--- src/hw/rtl/lbd_pkg.sv ---
// Package for the LED bank dirty update engine.
// Holds sizing constants, command and state types, and the gamma table.
// No dependencies; used by every RTL file of the block.
package lbd_pkg;

    localparam int BANK_LEDS  = 8;
    localparam int BANK_COUNT = 4;
    localparam int LED_COUNT  = BANK_LEDS * BANK_COUNT;

    localparam int LED_W  = (LED_COUNT > 1) ? $clog2(LED_COUNT) : 1;
    localparam int BANK_W = (BANK_COUNT > 1) ? $clog2(BANK_COUNT) : 1;
    localparam int CNT_W  = (BANK_LEDS > 1) ? $clog2(BANK_LEDS) : 1;

    localparam int QUEUE_DEPTH = 4;
    localparam int QPTR_W      = $clog2(QUEUE_DEPTH);
    localparam int QCNT_W      = $clog2(QUEUE_DEPTH + 1);

    localparam int CFG_W     = 8;
    localparam int CFG_IDX_W = 2;

    localparam logic [CFG_IDX_W-1:0] CFG_BANK_BASE = 2'd0;
    localparam logic [CFG_IDX_W-1:0] CFG_SET_ONE   = 2'd1;
    localparam logic [CFG_IDX_W-1:0] CFG_SET_ALL   = 2'd2;

    localparam logic [7:0] RST_BANK_BASE = 8'd128;
    localparam logic [7:0] RST_SET_ONE   = 8'd4;
    localparam logic [7:0] RST_SET_ALL   = 8'd3;

    typedef enum logic [1:0] {
        FUNC_STORE = 2'd0,
        FUNC_TICK  = 2'd1,
        FUNC_ONE   = 2'd2,
        FUNC_ALL   = 2'd3
    } func_t;

    typedef struct packed {
        func_t             kind;
        logic [4:0]        led;
        logic              in_range;
        logic [BANK_W-1:0] bank;
        logic [23:0]       colour;   // red [23:16], green [15:8], blue [7:0]
        logic [7:0]        gam_r;
        logic [7:0]        gam_g;
        logic [7:0]        gam_b;
    } cmd_t;

    typedef enum logic [3:0] {
        ST_IDLE,
        ST_CMP,
        ST_BANK_CMD,
        ST_BANK_B,
        ST_BANK_G,
        ST_BANK_R,
        ST_ONE_CMD,
        ST_ONE_IDX,
        ST_ONE_B,
        ST_ONE_G,
        ST_ONE_R,
        ST_ALL_CMD,
        ST_ALL_B,
        ST_ALL_G,
        ST_ALL_R
    } back_state_t;

    function automatic logic [7:0] gamma_lut(input logic [7:0] level);
        logic [4:0] idx;
        logic [7:0] val;
        idx = (level > 8'd31) ? 5'd31 : level[4:0];
        case (idx)
            5'd0:    val = 8'd0;
            5'd1:    val = 8'd1;
            5'd2:    val = 8'd2;
            5'd3:    val = 8'd3;
            5'd4:    val = 8'd4;
            5'd5:    val = 8'd5;
            5'd6:    val = 8'd7;
            5'd7:    val = 8'd8;
            5'd8:    val = 8'd10;
            5'd9:    val = 8'd11;
            5'd10:   val = 8'd13;
            5'd11:   val = 8'd15;
            5'd12:   val = 8'd18;
            5'd13:   val = 8'd22;
            5'd14:   val = 8'd25;
            5'd15:   val = 8'd32;
            5'd16:   val = 8'd40;
            5'd17:   val = 8'd49;
            5'd18:   val = 8'd59;
            5'd19:   val = 8'd68;
            5'd20:   val = 8'd78;
            5'd21:   val = 8'd89;
            5'd22:   val = 8'd101;
            5'd23:   val = 8'd114;
            5'd24:   val = 8'd127;
            5'd25:   val = 8'd142;
            5'd26:   val = 8'd158;
            5'd27:   val = 8'd175;
            5'd28:   val = 8'd193;
            5'd29:   val = 8'd213;
            5'd30:   val = 8'd233;
            5'd31:   val = 8'd255;
            default: val = 8'd0;
        endcase
        return val;
    endfunction

endpackage

--- src/hw/rtl/lbd_front.sv ---
// Front end: accepts input transactions and classifies them into commands.
// Computes range check, bank number and gamma bytes. Depends on lbd_pkg.
module lbd_front (
    input  logic          clk,
    input  logic          rst_n,
    input  logic          s_tvalid,
    output logic          s_tready,
    input  logic [31:0]   s_tdata,   // led_index, red, green, blue, zero fill
    input  logic [1:0]    s_tuser,   // func
    output logic          push_valid,
    input  logic          push_ready,
    output lbd_pkg::cmd_t push_data
);
    import lbd_pkg::*;

    logic hold_valid_reg;
    cmd_t hold_cmd_reg;
    cmd_t decoded;
    logic accept;

    function automatic logic [BANK_W-1:0] bank_of(input logic [4:0] led);
        logic [BANK_W-1:0] bank;
        bank = '0;
        for (int b = 1; b < BANK_COUNT; b++)
        begin
            if (32'(led) >= b * BANK_LEDS)
            begin
                bank = BANK_W'(b);
            end
        end
        return bank;
    endfunction

    always_comb
    begin
        decoded.kind     = func_t'(s_tuser);
        decoded.led      = s_tdata[4:0];
        decoded.in_range = (32'(s_tdata[4:0]) < LED_COUNT);
        decoded.bank     = bank_of(s_tdata[4:0]);
        decoded.colour   = {s_tdata[12:5], s_tdata[20:13], s_tdata[28:21]};
        decoded.gam_r    = gamma_lut(s_tdata[12:5]);
        decoded.gam_g    = gamma_lut(s_tdata[20:13]);
        decoded.gam_b    = gamma_lut(s_tdata[28:21]);
    end

    assign s_tready   = !hold_valid_reg || push_ready;
    assign accept     = s_tvalid && s_tready;
    assign push_valid = hold_valid_reg;
    assign push_data  = hold_cmd_reg;

    always_ff @(posedge clk or negedge rst_n)
    begin
        if (!rst_n)
        begin
            hold_valid_reg <= 1'b0;
        end
        else if (accept)
        begin
            hold_valid_reg <= 1'b1;
        end
        else if (push_ready)
        begin
            hold_valid_reg <= 1'b0;
        end
    end

    always_ff @(posedge clk)
    begin
        if (accept)
        begin
            hold_cmd_reg <= decoded;
        end
    end

endmodule

--- src/hw/rtl/lbd_queue.sv ---
// Command queue between front end and back end.
// Small register FIFO of lbd_pkg::cmd_t entries. Depends on lbd_pkg.
module lbd_queue (
    input  logic          clk,
    input  logic          rst_n,
    input  logic          push_valid,
    output logic          push_ready,
    input  lbd_pkg::cmd_t push_data,
    output logic          pop_valid,
    input  logic          pop,
    output lbd_pkg::cmd_t pop_data
);
    import lbd_pkg::*;

    cmd_t              entry_reg [QUEUE_DEPTH];
    logic [QPTR_W-1:0] wr_ptr_reg;
    logic [QPTR_W-1:0] rd_ptr_reg;
    logic [QCNT_W-1:0] count_reg;
    logic              do_push;
    logic              do_pop;

    assign push_ready = (count_reg != QCNT_W'(QUEUE_DEPTH));
    assign pop_valid  = (count_reg != '0);
    assign pop_data   = entry_reg[rd_ptr_reg];
    assign do_push    = push_valid && push_ready;
    assign do_pop     = pop && pop_valid;

    always_ff @(posedge clk or negedge rst_n)
    begin
        if (!rst_n)
        begin
            wr_ptr_reg <= '0;
            rd_ptr_reg <= '0;
            count_reg  <= '0;
        end
        else
        begin
            if (do_push)
            begin
                wr_ptr_reg <= wr_ptr_reg + 1'b1;
            end
            if (do_pop)
            begin
                rd_ptr_reg <= rd_ptr_reg + 1'b1;
            end
            if (do_push && !do_pop)
            begin
                count_reg <= count_reg + 1'b1;
            end
            else if (do_pop && !do_push)
            begin
                count_reg <= count_reg - 1'b1;
            end
        end
    end

    always_ff @(posedge clk)
    begin
        if (do_push)
        begin
            entry_reg[wr_ptr_reg] <= push_data;
        end
    end

endmodule

--- src/hw/rtl/lbd_back.sv ---
// Back end: executes commands, owns the colour memory, dirty bits, bank pointer
// and command registers, and emits packet bytes through an output register.
// Depends on lbd_pkg.
module lbd_back (
    input  logic                          clk,
    input  logic                          rst_n,
    input  logic                          q_valid,
    output logic                          q_pop,
    input  lbd_pkg::cmd_t                 q_data,
    input  logic                          cfg_we,
    input  logic [lbd_pkg::CFG_IDX_W-1:0] cfg_index,
    input  logic [lbd_pkg::CFG_W-1:0]     cfg_wdata,
    output logic                          m_tvalid,
    input  logic                          m_tready,
    output logic [7:0]                    m_tdata,   // packet_byte
    output logic                          m_tlast    // last_byte
);
    import lbd_pkg::*;

    back_state_t       state_reg;
    back_state_t       state_next;
    cmd_t              cur_reg;
    logic [BANK_W-1:0] bank_reg;
    logic [BANK_W-1:0] ptr_reg;
    logic [CNT_W-1:0]  cnt_reg;
    logic [LED_W-1:0]  addr_reg;
    logic [BANK_COUNT-1:0] dirty_reg;
    logic [LED_COUNT-1:0]  valid_reg;
    logic [23:0]       fill_reg;
    logic [23:0]       rd_data_reg;
    logic              rd_hit_reg;
    logic [7:0]        base_cmd_reg;
    logic [7:0]        one_cmd_reg;
    logic [7:0]        all_cmd_reg;
    logic              out_valid_reg;
    logic [7:0]        out_data_reg;
    logic              out_last_reg;

    logic [23:0]       colour_mem [LED_COUNT];

    logic              load_ok;
    logic [23:0]       eff;
    logic              bank_last;
    logic [LED_W-1:0]  bank_start;

    logic              emit;
    logic [7:0]        emit_byte;
    logic              emit_last;
    logic              mem_we;
    logic [LED_W-1:0]  mem_waddr;
    logic [23:0]       mem_wdata;
    logic              mem_re;
    logic [LED_W-1:0]  mem_raddr;
    logic              set_dirty;
    logic              clr_dirty;
    logic              all_clear;
    logic              ptr_adv;

    assign load_ok    = !out_valid_reg || m_tready;
    assign eff        = rd_hit_reg ? rd_data_reg : fill_reg;
    assign bank_last  = (cnt_reg == CNT_W'(BANK_LEDS - 1));
    assign bank_start = LED_W'(32'(bank_reg) * BANK_LEDS);

    always_comb
    begin
        state_next = state_reg;
        case (state_reg)
            ST_IDLE:
            begin
                if (q_valid)
                begin
                    case (q_data.kind)
                        FUNC_STORE: state_next = q_data.in_range ? ST_CMP : ST_IDLE;
                        FUNC_TICK:  state_next = dirty_reg[ptr_reg] ? ST_BANK_CMD : ST_IDLE;
                        FUNC_ONE:   state_next = ST_ONE_CMD;
                        FUNC_ALL:   state_next = ST_ALL_CMD;
                        default:    state_next = ST_IDLE;
                    endcase
                end
            end
            ST_CMP:      state_next = ST_IDLE;
            ST_BANK_CMD: state_next = load_ok ? ST_BANK_B : ST_BANK_CMD;
            ST_BANK_B:   state_next = load_ok ? ST_BANK_G : ST_BANK_B;
            ST_BANK_G:   state_next = load_ok ? ST_BANK_R : ST_BANK_G;
            ST_BANK_R:
            begin
                if (load_ok)
                begin
                    state_next = bank_last ? ST_IDLE : ST_BANK_B;
                end
            end
            ST_ONE_CMD:  state_next = load_ok ? ST_ONE_IDX : ST_ONE_CMD;
            ST_ONE_IDX:  state_next = load_ok ? ST_ONE_B : ST_ONE_IDX;
            ST_ONE_B:    state_next = load_ok ? ST_ONE_G : ST_ONE_B;
            ST_ONE_G:    state_next = load_ok ? ST_ONE_R : ST_ONE_G;
            ST_ONE_R:    state_next = load_ok ? ST_IDLE : ST_ONE_R;
            ST_ALL_CMD:  state_next = load_ok ? ST_ALL_B : ST_ALL_CMD;
            ST_ALL_B:    state_next = load_ok ? ST_ALL_G : ST_ALL_B;
            ST_ALL_G:    state_next = load_ok ? ST_ALL_R : ST_ALL_G;
            ST_ALL_R:    state_next = load_ok ? ST_IDLE : ST_ALL_R;
            default:     state_next = ST_IDLE;
        endcase
    end

    always_comb
    begin
        q_pop     = 1'b0;
        emit      = 1'b0;
        emit_byte = '0;
        emit_last = 1'b0;
        mem_we    = 1'b0;
        mem_waddr = LED_W'(cur_reg.led);
        mem_wdata = cur_reg.colour;
        mem_re    = 1'b0;
        mem_raddr = addr_reg;
        set_dirty = 1'b0;
        clr_dirty = 1'b0;
        all_clear = 1'b0;
        ptr_adv   = 1'b0;
        case (state_reg)
            ST_IDLE:
            begin
                q_pop = q_valid;
                if (q_valid)
                begin
                    case (q_data.kind)
                        FUNC_STORE:
                        begin
                            mem_re    = q_data.in_range;
                            mem_raddr = LED_W'(q_data.led);
                        end
                        FUNC_TICK:
                        begin
                            ptr_adv = 1'b1;
                        end
                        FUNC_ONE:
                        begin
                            mem_we    = q_data.in_range;
                            mem_waddr = LED_W'(q_data.led);
                            mem_wdata = q_data.colour;
                        end
                        FUNC_ALL:
                        begin
                            all_clear = 1'b1;
                        end
                        default:
                        begin
                        end
                    endcase
                end
            end
            ST_CMP:
            begin
                if (eff != cur_reg.colour)
                begin
                    mem_we    = 1'b1;
                    set_dirty = 1'b1;
                end
            end
            ST_BANK_CMD:
            begin
                emit      = load_ok;
                emit_byte = base_cmd_reg + 8'(bank_reg);
                mem_re    = load_ok;
                mem_raddr = bank_start;
            end
            ST_BANK_B:
            begin
                emit      = load_ok;
                emit_byte = gamma_lut(eff[7:0]);
            end
            ST_BANK_G:
            begin
                emit      = load_ok;
                emit_byte = gamma_lut(eff[15:8]);
            end
            ST_BANK_R:
            begin
                emit      = load_ok;
                emit_byte = gamma_lut(eff[23:16]);
                emit_last = bank_last;
                mem_re    = load_ok && !bank_last;
                mem_raddr = addr_reg + 1'b1;
                clr_dirty = load_ok && bank_last;
            end
            ST_ONE_CMD:
            begin
                emit      = load_ok;
                emit_byte = one_cmd_reg;
            end
            ST_ONE_IDX:
            begin
                emit      = load_ok;
                emit_byte = 8'(cur_reg.led);
            end
            ST_ONE_B, ST_ALL_B:
            begin
                emit      = load_ok;
                emit_byte = cur_reg.gam_b;
            end
            ST_ONE_G, ST_ALL_G:
            begin
                emit      = load_ok;
                emit_byte = cur_reg.gam_g;
            end
            ST_ONE_R, ST_ALL_R:
            begin
                emit      = load_ok;
                emit_byte = cur_reg.gam_r;
                emit_last = 1'b1;
            end
            ST_ALL_CMD:
            begin
                emit      = load_ok;
                emit_byte = all_cmd_reg;
            end
            default:
            begin
            end
        endcase
    end

    always_ff @(posedge clk or negedge rst_n)
    begin
        if (!rst_n)
        begin
            state_reg     <= ST_IDLE;
            ptr_reg       <= '0;
            dirty_reg     <= '0;
            valid_reg     <= '0;
            fill_reg      <= '0;
            base_cmd_reg  <= RST_BANK_BASE;
            one_cmd_reg   <= RST_SET_ONE;
            all_cmd_reg   <= RST_SET_ALL;
            out_valid_reg <= 1'b0;
        end
        else
        begin
            state_reg <= state_next;
            if (ptr_adv)
            begin
                ptr_reg <= (ptr_reg == BANK_W'(BANK_COUNT - 1)) ? '0 : ptr_reg + 1'b1;
            end
            if (all_clear)
            begin
                dirty_reg <= '0;
                valid_reg <= '0;
                fill_reg  <= q_data.colour;
            end
            else
            begin
                if (set_dirty)
                begin
                    dirty_reg[cur_reg.bank] <= 1'b1;
                end
                if (clr_dirty)
                begin
                    dirty_reg[bank_reg] <= 1'b0;
                end
                if (mem_we)
                begin
                    valid_reg[mem_waddr] <= 1'b1;
                end
            end
            if (cfg_we)
            begin
                case (cfg_index)
                    CFG_BANK_BASE: base_cmd_reg <= cfg_wdata;
                    CFG_SET_ONE:   one_cmd_reg  <= cfg_wdata;
                    CFG_SET_ALL:   all_cmd_reg  <= cfg_wdata;
                    default:
                    begin
                    end
                endcase
            end
            if (emit)
            begin
                out_valid_reg <= 1'b1;
            end
            else if (m_tready)
            begin
                out_valid_reg <= 1'b0;
            end
        end
    end

    always_ff @(posedge clk)
    begin
        if (q_pop)
        begin
            cur_reg <= q_data;
        end
        if (state_reg == ST_IDLE && q_valid && q_data.kind == FUNC_TICK)
        begin
            bank_reg <= ptr_reg;
        end
        if (state_reg == ST_BANK_CMD && load_ok)
        begin
            cnt_reg  <= '0;
            addr_reg <= bank_start;
        end
        else if (state_reg == ST_BANK_R && load_ok)
        begin
            cnt_reg  <= cnt_reg + 1'b1;
            addr_reg <= addr_reg + 1'b1;
        end
        if (emit)
        begin
            out_data_reg <= emit_byte;
            out_last_reg <= emit_last;
        end
    end

    always_ff @(posedge clk)
    begin
        if (mem_we)
        begin
            colour_mem[mem_waddr] <= mem_wdata;
        end
        if (mem_re)
        begin
            rd_data_reg <= colour_mem[mem_raddr];
            rd_hit_reg  <= valid_reg[mem_raddr];
        end
    end

    assign m_tvalid = out_valid_reg;
    assign m_tdata  = out_data_reg;
    assign m_tlast  = out_last_reg;

endmodule

--- src/hw/rtl/led_bank_dirty_update_engine_unit.sv ---
// Path: a command passes the front-end hold register and the queue before the back end
// takes it; the first packet byte is then registered in the output register.
// Throughput: one packet byte per cycle while m_tready does not stall the output; a dirty
// bank tick emits 25 bytes, one LED 5, all LEDs 4, and store colour and clean tick none.
// Reset clears dirty bits, bank pointer and LED valid bits and loads the command registers
// with their defaults; unwritten colour entries read as the last fill colour (zero).
module led_bank_dirty_update_engine_unit (
    input  logic                          clk,
    input  logic                          rst_n,
    input  logic                          s_tvalid,
    output logic                          s_tready,
    input  logic [31:0]                   s_tdata,   // led_index, red, green, blue
    input  logic [1:0]                    s_tuser,   // func
    output logic                          m_tvalid,
    input  logic                          m_tready,
    output logic [7:0]                    m_tdata,   // packet_byte
    output logic                          m_tlast,   // last_byte
    input  logic                          cfg_we,
    input  logic [lbd_pkg::CFG_IDX_W-1:0] cfg_index,
    input  logic [lbd_pkg::CFG_W-1:0]     cfg_wdata
);
    import lbd_pkg::*;

    logic push_valid;
    logic push_ready;
    cmd_t push_data;
    logic q_valid;
    logic q_pop;
    cmd_t q_data;

    lbd_front u_front (
        .clk        (clk),
        .rst_n      (rst_n),
        .s_tvalid   (s_tvalid),
        .s_tready   (s_tready),
        .s_tdata    (s_tdata),
        .s_tuser    (s_tuser),
        .push_valid (push_valid),
        .push_ready (push_ready),
        .push_data  (push_data)
    );

    lbd_queue u_queue (
        .clk        (clk),
        .rst_n      (rst_n),
        .push_valid (push_valid),
        .push_ready (push_ready),
        .push_data  (push_data),
        .pop_valid  (q_valid),
        .pop        (q_pop),
        .pop_data   (q_data)
    );

    lbd_back u_back (
        .clk       (clk),
        .rst_n     (rst_n),
        .q_valid   (q_valid),
        .q_pop     (q_pop),
        .q_data    (q_data),
        .cfg_we    (cfg_we),
        .cfg_index (cfg_index),
        .cfg_wdata (cfg_wdata),
        .m_tvalid  (m_tvalid),
        .m_tready  (m_tready),
        .m_tdata   (m_tdata),
        .m_tlast   (m_tlast)
    );

endmodule

--- config.mk ---
export PLATFORM = sky130hd
export DESIGN_NAME = led_bank_dirty_update_engine_unit
export DESIGN_NICKNAME = d
export VERILOG_FILES = /design/src/hw/rtl/lbd_pkg.sv /design/src/hw/rtl/lbd_front.sv /design/src/hw/rtl/lbd_queue.sv /design/src/hw/rtl/lbd_back.sv /design/src/hw/rtl/led_bank_dirty_update_engine_unit.sv
export SDC_FILE = /design/constraint.sdc
export NUM_CORES = 2
export LEC_CHECK = 0
export BUFFER_PORTS_ARGS = -buffer_cell sky130_fd_sc_hd__buf_2
export CAP_MARGIN = 10
export CORE_ASPECT_RATIO = 1.4
export CORE_UTILIZATION = 45
export CTS_CLUSTER_SIZE = 16
export DETAILED_ROUTE_END_ITERATION = 6
export PLACE_DENSITY_LB_ADDON = 0.12
export REMOVE_ABC_BUFFERS = 1
export SYNTH_ARGS = -nofsm -noshare
export SYNTH_HDL_FRONTEND = slang
export SYNTH_SLANG_ARGS = --single-unit
--- constraint.sdc ---
create_clock -name clk -period 5.3 [get_ports clk]
set_input_delay 1.06 -clock clk [delete_from_list [all_inputs] [get_ports clk]]
set_output_delay 1.06 -clock clk [all_outputs]
set_load 0.01 [all_outputs]
==> results.json <==
{
  "yosys_warnings": 0,
  "cellPowerDensity_nw_per_um2": 597.8,
  "drc": 0,
  "final_common_cell": "edfxtp_1",
  "largest_reg_flops": 768,
  "grt_first_pass_wirelength_um": 194400,
  "diodes": 0,
  "postSynthAreaPerCell_sq_um": 14.86,
  "fmax_mhz": 215.9,
  "crit_start": "u_back.rd_hit_reg",
  "postCtsHoldBufs": 0,
  "wl_per_cell_um": 25.41,
  "gr-total-overflow": 0,
  "routed_via_density": 5.872,
  "synth_cells": 3482,
  "grt_setup_unrepaired": "no",
  "cts-root-buf": "clkbuf_16",
  "hpwlAfterDp_um": 79810,
  "final_cell_mix": "edfxtp_1, nand2_1, nand3_1, clkbuf_16, mux2i_1",
  "start_kind": "flop",
  "critPathMaxFanout": 24,
  "status": "complete, no violations",
  "final_cells": 5148,
  "synth_cell_types": 80,
  "cts_setup_buffers": 0,
  "fp-row-count": 146,
  "relSlewSlack_pct": 22.88,
  "start_util_pct": 45.54,
  "period_minus_slack_ns": 4.632,
  "period_share_pct": 87.40,
  "hold_viol": 0,
  "ant_nets": 0,
  "cts_tree": "done",
  "dpl-instance-area_sq_um": 54030,
  "ys.flop_type": "edfxtp_1",
  "core_area_sq_um": 113600,
  "hold_class": "input port to asynchronous set/reset pin",
  "syn_to_final_growth_pct": 11.65,
  "dp_cells": 4931,
  "numCtsBuffers": 114,
  "arrival_ns": 5.04,
  "drive_gt1_share_pct": 15.62,
  "r2r_start": "u_back.rd_hit_reg",
  "cts_buffer_depth": 3,
  "worst_pin_slew_ns": 1.157,
  "clock_latency_ns": 0.73,
  "cts_resized": 0,
  "synth_edf_count": 1146,
  "die_h_um": 403.2,
  "yosys_register_bits": 1251,
  "finalPower_uw": 34540,
  "skew_ns": 0.02157,
  "chipWidth_um": 288.6,
  "num-nets-final": 3670,
  "antenna_found_initial": 3,
  "rrSetupSlack_ns": 0.67,
  "grt_max_degree": 86,
  "finalSetupViolations": 0,
  "cp.required_ns": 5.71,
  "ioPinCount": 60,
  "grt_usage_pct": 22.60,
  "io_buffers": 56,
  "wirelength_um": 130800,
  "critical_path_class": "flop to flop",
  "dieArea_sq_um": 116400,
  "reg2reg_depth": 9,
  "syn-cell-area_sq_um": 51740,
  "rr_endpoint": "u_back.colour_mem[9][1]",
  "synth-async-reset-ratio_pct": 7.914,
  "dr.pass1.iters": 6,
  "peakVddDrop_uv": 440.7,
  "tns_ns": 0,
  "drtIter0Drc": 2536,
  "cts.sinks": 1251,
  "maxCapViolCount": 0,
  "grt_pass1_vias": 30520,
  "drv_slew": 0,
  "gp_congestion": 0.8586,
  "fin_area_sq_um": 57770,
  "dr_total_vias": 30230,
  "cts.clk_slew.worst_paths_ns": 0.07,
  "worstSetupEndpointType": "flop",
  "htreeDepth": 3,
  "p_leak_uw": 0.01961,
  "seq_area_frac_synth_pct": 71.53
}
==> cell usage after synthesis (63+ instances only) <==
cell	number	share of area, %
a31oi_1	88	1.1
dfrtp_1	95	4.6
mux2i_1	110	2.1
a21oi_1	97	0.94
nor2_1	66	0.48
nand2_1	695	5.0
mux4_2	87	3.8
clkbuf_1	99	0.72
edfxtp_1	1146	67
nand3_1	174	1.7
mux2_2	63	1.4
o21ai_0	69	0.67
a32oi_1	78	1.3
==> how the worst max path moves through the flow <==
stage	endpoint	slack [ns]
global placement	u_back.rd_data_reg[5]	0.80
CTS	u_back.rd_data_reg[5]	0.75
floorplan	u_back.rd_data_reg[22]	-8.89
finish	u_back.colour_mem[9][1]	0.67
detailed placement	u_back.rd_data_reg[8]	0.76
global route	u_back.colour_mem[25][14]	0.54
==> logic make-up after synthesis <==
| family | Yosys count | synth area share [%] |
|---|---|---|
| xor gates and xnor gates | 51 | 0.8632 |
| adders and majority gates | 54 | 1.330 |
| and+or+nand+nor | 1103 | 9.476 |
| DFF | 1251 | 71.53 |
| buffers and inverters | 232 | 2.065 |
| muxes | 264 | 7.392 |
| AOI/OAI and AO/OA | 527 | 7.339 |
==> per-stage QoR <==
step	worst slack (ns)	hold WS (ns)	utilization, %
detailed placement	0.7583	0.4637	47.55
floorplan	-8.890	0.4400	-
global route	0.5435	0.4025	50.85
CTS	0.7517	0.3485	50.84
global placement	0.8002	0.4469	47.55
finish	0.6679	0.3531	50.85
==> area by class of cell <==
cell class | count | area [sq um]
clock buffers | 144 | 3112
clock inverters | 72 | 621.8
fillers | 9474 | 55850
inverters | 32 | 120.1
multi-input cells | 1999 | 13750
flip-flops and latches | 1251 | 37020
well taps | 1480 | 1852
repair buffers | 170 | 1301
==> critical path: stages, from the launching register on <==
cell      delay (ns)
edfxtp_1        0.59
buf_4           0.35
mux2i_1         0.84
xnor2_1         0.17
nor4_1          0.63
nand2_1         0.36
o311ai_4        0.43
a21oi_1         0.35
nor2b_2         0.26
buf_4           0.30
==> routing by layer <==
layer  GRT usage, %  wire length, um  vias up
met5              0               26        -
met2          40.20            68410      974
met4          9.741             5490        6
met1          27.56            50740    15480
met3          2.635             6123      260
li1               -                -    13510
==> report_power, final <==
group          internal [uW]  switching [uW]  total [uW]
Combinational           3910            8070       12000
Sequential             13600             754       14400
Clock                   4560            3620        8180
Total                  22100           12400       34500
Power figures use the tool's default switching activity.
